==> src/hw/rtl/skt_pkg.sv <==
package skt_pkg;

    // Table geometry.
    localparam int CAPACITY  = 64;
    localparam int KEY_WIDTH = 32;
    localparam int IDX_W     = $clog2(CAPACITY);
    localparam int CNT_W     = $clog2(CAPACITY + 1);

    // Fixed widths of the word fields.
    localparam int KEY_FIELD_W = 32;
    localparam int SLOT_W      = 6;
    localparam int POS_W       = 7;

    typedef logic [KEY_WIDTH-1:0] t_key;
    typedef logic [IDX_W-1:0]     t_idx;
    typedef logic [CNT_W-1:0]     t_cnt;

    typedef enum logic [1:0] {
        ACT_SEARCH  = 2'd0,
        ACT_INSERT  = 2'd1,
        ACT_DEL_KEY = 2'd2,
        ACT_DEL_IDX = 2'd3
    } t_action;

    typedef enum logic [2:0] {
        ST_OK       = 3'd0,
        ST_DUP      = 3'd1,
        ST_NOTFOUND = 3'd2,
        ST_RANGE    = 3'd3,
        ST_FULL     = 3'd4
    } t_status;

    typedef struct packed {
        t_action                 action;
        logic [KEY_FIELD_W-1:0]  key;
        logic [SLOT_W-1:0]       slot;
    } t_cmd;

    typedef struct packed {
        t_status           status;
        logic              found;
        logic [POS_W-1:0]  position;
        logic [POS_W-1:0]  entry_count;
    } t_result;

    // Request from the sequencer to the key store.
    typedef struct packed {
        logic  we;
        t_idx  waddr;
        t_key  wdata;
        logic  re;
        t_idx  raddr;
    } t_mem_req;

    // Outcome of one comparison of a stored key against the search key.
    typedef struct packed {
        logic precedes;
        logic equal;
    } t_cmp_res;

    // Register indexes of the configuration port.
    localparam int REG_DESC = 0;
    localparam int REG_UNIQ = 1;

endpackage

==> src/hw/rtl/sorted_key_table.sv <==
// Sorted key table. The block holds up to 64 unsigned 32-bit keys in
// ascending or descending order and serves one request word at a time:
// search, insert, delete by key or delete by index. A word is taken when
// start is high and busy is low; busy then stays high until the result word
// appears on o_result for exactly one cycle with o_valid high. The receiver
// cannot stall, so it must capture o_result in that cycle. All keys live in
// a single memory and a single comparator walks them: finding the lower
// bound reads and compares, in turn, each entry that precedes the key (a
// delete by index skips this scan), and an insert or a delete then moves
// the later entries one at a time, each with a read and a write. The
// result word of a request appears as busy falls. A delete by index whose
// slot is out of range never raises busy: its result word appears in the
// cycle right after the request is taken. No clearing pass runs after
// reset. Configuration must be written over the APB port only while the
// block is idle; the block itself does not enforce this. Register 0 at
// address 0 selects descending order, register 1 at address 4 selects
// unique keys (reset 1).
module sorted_key_table
    import skt_pkg::*;
(
    input  logic        i_clk,
    input  logic        i_rst_n,

    input  logic        start,
    output logic        busy,
    input  t_cmd        i_cmd,

    output logic        o_valid,
    output t_result     o_result,

    input  logic        psel,
    input  logic        penable,
    input  logic        pwrite,
    input  logic [2:0]  paddr,
    input  logic [31:0] pwdata,
    output logic [31:0] prdata,
    output logic        pready
);

    typedef enum logic [2:0] {
        S_IDLE,
        S_RD,
        S_CMP,
        S_DECIDE,
        S_UP_RD,
        S_UP_WR,
        S_DN_RD,
        S_DN_WR
    } t_state;

    localparam logic [2:0] ADDR_DESC = 3'(REG_DESC * 4);
    localparam logic [2:0] ADDR_UNIQ = 3'(REG_UNIQ * 4);

    t_state   r_state;
    t_action  r_action;
    t_key     r_key;
    t_cnt     r_count;
    t_cnt     r_idx;      // scan index, then the lower bound or removed position
    t_cnt     r_ptr;      // move pointer for the shift passes
    logic     r_eq;
    logic     r_desc;
    logic     r_uniq;
    logic     r_valid;
    t_result  r_result;

    t_mem_req mem_req;
    t_key     mem_rdata;
    t_cmp_res cmp_res;
    t_cnt     ptr_prev;
    t_cnt     ptr_next;
    logic     cfg_wr;

    // ------------------------------------------------------------------
    // Configuration port. Writes complete in the access phase; pready is
    // tied high so every access finishes without wait states.
    // ------------------------------------------------------------------
    assign pready = 1'b1;
    assign cfg_wr = psel && penable && pwrite;

    always_ff @(posedge i_clk) begin
        if (!i_rst_n) begin
            r_desc <= 1'b0;
            r_uniq <= 1'b1;
        end else if (cfg_wr) begin
            if (paddr == ADDR_DESC) begin
                r_desc <= pwdata[0];
            end
            if (paddr == ADDR_UNIQ) begin
                r_uniq <= pwdata[0];
            end
        end
    end

    always_comb begin
        prdata = '0;
        unique case (paddr)
            ADDR_DESC: prdata[0] = r_desc;
            ADDR_UNIQ: prdata[0] = r_uniq;
            default:   prdata    = '0;
        endcase
    end

    // ------------------------------------------------------------------
    // Shared comparator and the key memory.
    // ------------------------------------------------------------------
    skt_cmp u_cmp (
        .i_entry (mem_rdata),
        .i_key   (r_key),
        .i_desc  (r_desc),
        .o_res   (cmp_res)
    );

    skt_store u_store (
        .i_clk   (i_clk),
        .i_req   (mem_req),
        .o_rdata (mem_rdata)
    );

    assign ptr_prev = r_ptr - CNT_W'(1);
    assign ptr_next = r_ptr + CNT_W'(1);

    // Memory traffic follows the sequencer state. Reads land in the memory's
    // output register, where the next state consumes them.
    always_comb begin
        mem_req       = '0;
        mem_req.wdata = mem_rdata;
        unique case (r_state)
            S_RD: begin
                mem_req.re    = 1'b1;
                mem_req.raddr = r_idx[IDX_W-1:0];
            end
            S_UP_RD: begin
                if (r_ptr == r_idx) begin
                    mem_req.we    = 1'b1;
                    mem_req.waddr = r_idx[IDX_W-1:0];
                    mem_req.wdata = r_key;
                end else begin
                    mem_req.re    = 1'b1;
                    mem_req.raddr = ptr_prev[IDX_W-1:0];
                end
            end
            S_UP_WR, S_DN_WR: begin
                mem_req.we    = 1'b1;
                mem_req.waddr = r_ptr[IDX_W-1:0];
            end
            S_DN_RD: begin
                mem_req.re    = 1'b1;
                mem_req.raddr = ptr_next[IDX_W-1:0];
            end
            default: begin
                mem_req.we = 1'b0;
            end
        endcase
    end

    // ------------------------------------------------------------------
    // Sequencer. A scan walks from entry 0 until an entry no longer
    // precedes the key or the entries run out; an insert then moves entries up
    // from the top, and a delete moves entries down over the removed one.
    // ------------------------------------------------------------------
    always_ff @(posedge i_clk) begin
        if (!i_rst_n) begin
            r_state  <= S_IDLE;
            r_count  <= '0;
            r_valid  <= 1'b0;
            r_action <= ACT_SEARCH;
            r_eq     <= 1'b0;
        end else begin
            r_valid <= 1'b0;
            unique case (r_state)
                S_IDLE: begin
                    if (start) begin
                        r_action <= i_cmd.action;
                        r_key    <= i_cmd.key[KEY_WIDTH-1:0];
                        if (i_cmd.action == ACT_DEL_IDX) begin
                            r_idx <= CNT_W'(i_cmd.slot);
                            r_ptr <= CNT_W'(i_cmd.slot);
                            r_eq  <= 1'b0;
                            if (CNT_W'(i_cmd.slot) >= r_count) begin
                                r_valid              <= 1'b1;
                                r_result.status      <= ST_RANGE;
                                r_result.found       <= 1'b0;
                                r_result.position    <= POS_W'(i_cmd.slot);
                                r_result.entry_count <= POS_W'(r_count);
                            end else begin
                                r_state <= S_DN_RD;
                            end
                        end else begin
                            r_idx   <= '0;
                            r_state <= S_RD;
                        end
                    end
                end
                S_RD: begin
                    if (r_idx >= r_count) begin
                        r_eq    <= 1'b0;
                        r_state <= S_DECIDE;
                    end else begin
                        r_state <= S_CMP;
                    end
                end
                S_CMP: begin
                    if (cmp_res.precedes) begin
                        r_idx   <= r_idx + CNT_W'(1);
                        r_state <= S_RD;
                    end else begin
                        r_eq    <= cmp_res.equal;
                        r_state <= S_DECIDE;
                    end
                end
                S_DECIDE: begin
                    r_result.found       <= r_eq;
                    r_result.position    <= POS_W'(r_idx);
                    r_result.entry_count <= POS_W'(r_count);
                    r_result.status      <= ST_OK;
                    unique case (r_action)
                        ACT_INSERT: begin
                            if (r_eq && r_uniq) begin
                                r_result.status <= ST_DUP;
                                r_valid         <= 1'b1;
                                r_state         <= S_IDLE;
                            end else if (r_count == CNT_W'(CAPACITY)) begin
                                r_result.status <= ST_FULL;
                                r_valid         <= 1'b1;
                                r_state         <= S_IDLE;
                            end else begin
                                r_ptr   <= r_count;
                                r_state <= S_UP_RD;
                            end
                        end
                        ACT_DEL_KEY: begin
                            if (!r_eq) begin
                                r_result.status <= ST_NOTFOUND;
                                r_valid         <= 1'b1;
                                r_state         <= S_IDLE;
                            end else begin
                                r_ptr   <= r_idx;
                                r_state <= S_DN_RD;
                            end
                        end
                        default: begin
                            r_valid <= 1'b1;
                            r_state <= S_IDLE;
                        end
                    endcase
                end
                S_UP_RD: begin
                    if (r_ptr == r_idx) begin
                        // The new key goes into the opened slot this cycle.
                        r_count              <= r_count + CNT_W'(1);
                        r_valid              <= 1'b1;
                        r_result.status      <= ST_OK;
                        r_result.found       <= r_eq;
                        r_result.position    <= POS_W'(r_idx);
                        r_result.entry_count <= POS_W'(r_count + CNT_W'(1));
                        r_state              <= S_IDLE;
                    end else begin
                        r_state <= S_UP_WR;
                    end
                end
                S_UP_WR: begin
                    r_ptr   <= ptr_prev;
                    r_state <= S_UP_RD;
                end
                S_DN_RD: begin
                    if (ptr_next >= r_count) begin
                        r_count              <= r_count - CNT_W'(1);
                        r_valid              <= 1'b1;
                        r_result.status      <= ST_OK;
                        r_result.found       <= r_eq;
                        r_result.position    <= POS_W'(r_idx);
                        r_result.entry_count <= POS_W'(r_count - CNT_W'(1));
                        r_state              <= S_IDLE;
                    end else begin
                        r_state <= S_DN_WR;
                    end
                end
                S_DN_WR: begin
                    r_ptr   <= ptr_next;
                    r_state <= S_DN_RD;
                end
                default: begin
                    r_state <= S_IDLE;
                end
            endcase
        end
    end

    assign busy     = (r_state != S_IDLE);
    assign o_valid  = r_valid;
    assign o_result = r_result;

`ifndef SYNTHESIS
    // A result word is only ever shown while the sequencer is idle.
    a_valid_idle: assert property (@(posedge i_clk) disable iff (!i_rst_n)
        o_valid |-> !busy)
        else $error("result word shown while the sequencer is busy");

    // An accepted request either occupies the sequencer in the next cycle or,
    // for an out-of-range index, returns its result word right away.
    a_start_busy: assert property (@(posedge i_clk) disable iff (!i_rst_n)
        (start && !busy) |=> (busy || o_valid))
        else $error("accepted request did not start the sequencer");

    // The fill count never passes the table size.
    a_count_cap: assert property (@(posedge i_clk) disable iff (!i_rst_n)
        r_count <= CNT_W'(CAPACITY))
        else $error("entry count exceeds capacity");

    // The reported entry count matches the table state it leaves behind.
    a_count_out: assert property (@(posedge i_clk) disable iff (!i_rst_n)
        o_valid |-> (o_result.entry_count == POS_W'(r_count)))
        else $error("reported entry count disagrees with the table");
`endif

endmodule

==> src/hw/rtl/skt_cmp.sv <==
module skt_cmp
    import skt_pkg::*;
(
    input  t_key     i_entry,
    input  t_key     i_key,
    input  logic     i_desc,
    output t_cmp_res o_res
);

    // The stored entry precedes the key when it sorts strictly before it
    // in the current order.
    always_comb begin
        o_res.precedes = i_desc ? (i_entry > i_key) : (i_entry < i_key);
        o_res.equal    = (i_entry == i_key);
    end

endmodule

==> src/hw/rtl/skt_store.sv <==
module skt_store
    import skt_pkg::*;
(
    input  logic     i_clk,
    input  t_mem_req i_req,
    output t_key     o_rdata
);

    t_key r_mem [CAPACITY];
    t_key r_rdata;

    always_ff @(posedge i_clk) begin
        if (i_req.we) begin
            r_mem[i_req.waddr] <= i_req.wdata;
        end
        if (i_req.re) begin
            r_rdata <= r_mem[i_req.raddr];
        end
    end

    assign o_rdata = r_rdata;

endmodule
==> config.mk <==
export PLATFORM = sky130hd
export DESIGN_NAME = sorted_key_table
export DESIGN_NICKNAME = d
export VERILOG_FILES = /design/src/hw/rtl/skt_pkg.sv /design/src/hw/rtl/sorted_key_table.sv /design/src/hw/rtl/skt_cmp.sv /design/src/hw/rtl/skt_store.sv
export SDC_FILE = /design/constraint.sdc
export NUM_CORES = 2
export LEC_CHECK = 0
export ABC_AREA = 1
export BUFFER_PORTS_ARGS = -buffer_cell sky130_fd_sc_hd__buf_2
export CELL_PAD_IN_SITES_DETAIL_PLACEMENT = 0
export CELL_PAD_IN_SITES_GLOBAL_PLACEMENT = 1
export CORE_ASPECT_RATIO = 1.1
export CORE_MARGIN = 2
export CORE_UTILIZATION = 46
export CTS_BUF_LIST = sky130_fd_sc_hd__clkbuf_16
export CTS_CLUSTER_DIAMETER = 120
export DETAILED_ROUTE_END_ITERATION = 10
export PLACE_DENSITY = 0.85
export SYNTH_ARGS = -nofsm -noshare
export SYNTH_HDL_FRONTEND = slang
export SYNTH_SLANG_ARGS = --single-unit
==> constraint.sdc <==
create_clock -name i_clk -period 4.42 [get_ports i_clk]
set_input_delay 0.442 -clock i_clk [delete_from_list [all_inputs] [get_ports i_clk]]
set_output_delay 0.442 -clock i_clk [all_outputs]
set_load 0.005 [all_outputs]
==> impl_summary.log <==
[metrics] outcome: finished, final reports clean
[metrics] placed instance area: 105000 sq um
[metrics] cell depth of the worst hold path: 2
[metrics] count of routing violations after the opening detailed-route iteration: between 9000 and 10000
[metrics] share of the yosys chip area belonging to registers: 0.653
[metrics] final global-route overflow total: 0
[metrics] global-route wire length before repair: around 430000 um
[metrics] design area: 112000 sq um
[metrics] kind of critical path: flop to flop
[metrics] most common cell after layout, fill and taps aside: edfxtp_1
[metrics] met2 usage in global routing: 0.412
[metrics] Achievable Freq: 0.246 GHz
[metrics] DIE AREA: between 200000 and 250000 sq um
[metrics] crit-path leading delay family: simple AND/OR/NAND/NOR gates
[metrics] CTS H-tree depth: 4
[metrics] total standard cell area after synthesis: 99100 sq um
[metrics] pin count of the biggest net entering global routing: ~170
[metrics] Power Density: approximately 640 nW/um^2
[metrics] Worst Hold Class: primary input to flop
[metrics] Max Cap Violations: 0
[metrics] number of buffers inserted during clock tree synthesis: 211
[metrics] CTS tree: yes
[metrics] maximum count of clock buffers along a single path: 3
[metrics] cells along the critical path: inv_2 -> nor2_4 -> inv_2 -> nor2_4 -> inv_2 -> nor2_1 -> inv_4 -> o22ai_1 -> nand2_1 -> nor2_4 -> buf_4
[metrics] average wire per cell in the routed design: 23.0 um
[metrics] Slowest-stage cell, CP: nor2_4
[metrics] total number of vias: 73176
[metrics] share of the core filled with cells in the final layout: 0.522
[metrics] Worst Max-Slew Pin Slew: 1.21 ns
[metrics] leakage power of the design: approximately 46 nW
[metrics] number of inserted filler cells in the final layout: 17999
[metrics] signed area change from the synthesized netlist to the final layout: 12.6%
[metrics] Slew Limit Fails: 0
[metrics] Die Span X: around 450 um
[metrics] global-route total usage across every layer: 0.259
[metrics] antenna-violating nets left: 0
[metrics] endpoints failing setup: 0
[metrics] Total Wirelength: around 290000 um
[metrics] core box area: between 200000 and 250000 sq um
[metrics] area of combinational cells with multiple inputs: 24500 sq um
[metrics] worst vdd ir: about 0.00053 V
[metrics] Post-Syn Instances: between 9000 and 10000
[metrics] data required time of the worst path: 4.95 ns
[metrics] Post-Syn Area per Cell: 10.3 sq um
[metrics] number of remaining DRC errors: 0
[metrics] Worst setup SP type: flop
[metrics] commonest cells after routing, fill and taps aside: 2144 x edfxtp_1, 2130 x inv_1, 1956 x nand3_1
[metrics] CTS Sinks: around 2200
[metrics] count of standard-cell rows: between 150 and 200
[metrics] total stage count of the critical path: 11
[metrics] met3 Use GR: 0.0462
[metrics] buffers plus inverters on the worst setup path: 5
[metrics] Yosys warnings: 0
[metrics] final cycle utilization of the critical path: 0.919
[metrics] GP Congestion: around 0.87
[metrics] Worst Path Arrival: about 4.6 ns
[metrics] Hold WS: approximately 0.28 ns
[metrics] Unique masters post-synth: 41
[metrics] count of buffers from port buffering: 70
[metrics] Final Hold Fails: 0
[metrics] Global Route met1 Usage: 0.344
[metrics] critical-path maximum fanout: 17
[metrics] sequential cell area in the final layout: between 60000 and 70000 sq um
[metrics] DPL Wire Length: about 160000 um
[metrics] CTS clk-pin slew, worst paths: ~0.060 ns
[metrics] Boundary Pins: 134
[metrics] setup slack of the most critical reg-to-reg path: roughly 0.36 ns
[metrics] Relative slew margins: 0.188
[metrics] number of global-route vias before repair: about 70000
[metrics] critical path endpoint category: flop
[metrics] total iterations of the first detailed-routing run: 8
[metrics] Via density: between 5 and 6
[metrics] R2R cell count: 11
[metrics] number of antenna violations at the first check in global routing: 4
[metrics] max incr delay on CP: 0.81 ns
[metrics] share of post-route cells with drive strength above 1: 0.0797
[metrics] Initial Utilization: 0.463
[metrics] Root Buffer: clkbuf_16
[metrics] Clk Latency, worst-skew pair: 0.88 ns
[metrics] total power draw: slightly above 70 mW
[metrics] final critical-path required period: about 4 ns
[metrics] clock skew after layout: approximately 0.025 ns
[metrics] global route hottest layer: met2
[metrics] layout net count: 9716
[metrics] die boundary height: slightly below 500 um
[metrics] number of flip-flops and latches in the synthesized netlist: about 2200
[metrics] unrepaired setup endpoints after global routing: no
through the flow:
step	setup WS (ns)	setup TNS [ns]	cells
2_1_floorplan	-0.416	-798.38	9650
3_3_place_gp	0.490	0	12192
3_5_place_dp	0.533	0	12192
4_1_cts	0.519	0	12630
5_1_grt	0.220	0	12631
6_report	0.358	0	12631
cells in the mapped netlist, drive strengths merged:
| cell type | n | area share |
|---|---|---|
| clkbuf | 373 | 0.014 |
| a221oi | 1 | 0.000088 |
| a22oi | 3 | 0.00023 |
| or2 | 1 | 0.000063 |
| conb | 2 | 0.000076 |
| o2111ai | 5 | 0.00044 |
| o221ai | 7 | 0.00062 |
| o22ai | 8 | 0.00063 |
| o211ai | 6 | 0.00045 |
| nand2 | 1264 | 0.048 |
| a21oi | 50 | 0.0025 |
| a31oi | 1 | 0.000063 |
| a21boi | 1 | 0.000076 |
| xnor2 | 5 | 0.00044 |
| edfxtp | 2144 | 0.65 |
| nand3b | 1 | 0.000076 |
| buf | 330 | 0.017 |
| xor2 | 15 | 0.0013 |
| nor2 | 124 | 0.0049 |
| dfxtp | 16 | 0.0032 |
| o31ai | 2 | 0.00015 |
| nor3b | 1 | 0.000076 |
| a211oi | 2 | 0.00015 |
| a21o | 1 | 0.000076 |
| nor4 | 4 | 0.00025 |
| o41ai | 1 | 0.000088 |
| nor3 | 11 | 0.00056 |
| clkinv | 8 | 0.00030 |
| o21ai | 148 | 0.0075 |
| inv | 2093 | 0.079 |
| nand4 | 973 | 0.061 |
| nand3 | 1959 | 0.099 |
| ha | 60 | 0.0076 |
cells by family after synthesis:
group	Yosys count	share of synthesized area
AO/OA/AOI/OAI	236	0.0131
other	2	0.0000758
adder cells (fa/ha/maj)	60	0.00758
AND/OR/NAND/NOR	4338	0.214
flip-flops	2160	0.653
buffers and inverters	2804	0.110
XOR/XNOR	20	0.00177
power breakdown:
| part | leakage (nW) | switching [mW] | internal (mW) |
|---|---|---|---|
| Combinational | 22.9 | 19.8 | 7.26 |
| Clock | 3.44 | 7.75 | 9.58 |
| Sequential | 19.4 | 0.333 | 26.3 |
worst register-to-register path, delay by kind of cell, from the launching register on:
family	cells	cell delay, ns
DFF	1	0.43
buffers and inverters	5	0.91
AOI/OAI and AO/OA	1	0.51
and+or+nand+nor	5	1.86
routing by layer:
layer	up-vias	wire length, um
met5	-	0
met4	0	13500
met3	710	29200
met2	4271	136000
met1	35460	112000
li1	32735	-
path summary, 6_finish.rpt:
kind / from / to
max: r_state[2] / u_store.r_mem[5][18]
min reg2reg: r_uniq / r_uniq
max reg2reg: r_state[2] / u_store.r_mem[5][18]
min: i_cmd[7] / r_key[1]
area by class of cell:
| type | instances | share of cell area |
|---|---|---|
| diodes | 1 | 0.0000224 |
| multi-input cells | 4686 | 0.220 |
| flip-flops and latches | 2160 | 0.580 |
| clock buffers | 212 | 0.0475 |
| clock inverters | 176 | 0.0118 |
| well taps | 2880 | 0.0323 |
| inverters | 2101 | 0.0707 |
| repair buffers | 415 | 0.0384 |
repair_timing:
item                                   CTS  global route
buffers inserted                         0             0
hold buffers                            50             0
resized for setup                        0             0
endpoints found under the hold margin   65             0
flip-flops by register name, summed over array words and instances, names as in the netlist:
name and cells:
u_store.r_mem 2048, r_key 32, u_store.o_rdata 32, o_result 18, r_count 7, r_idx 7, r_ptr 7, r_state 3
r_action 2, o_valid 1, r_desc 1, r_eq 1, r_uniq 1
Power figures use the tool's default switching activity.
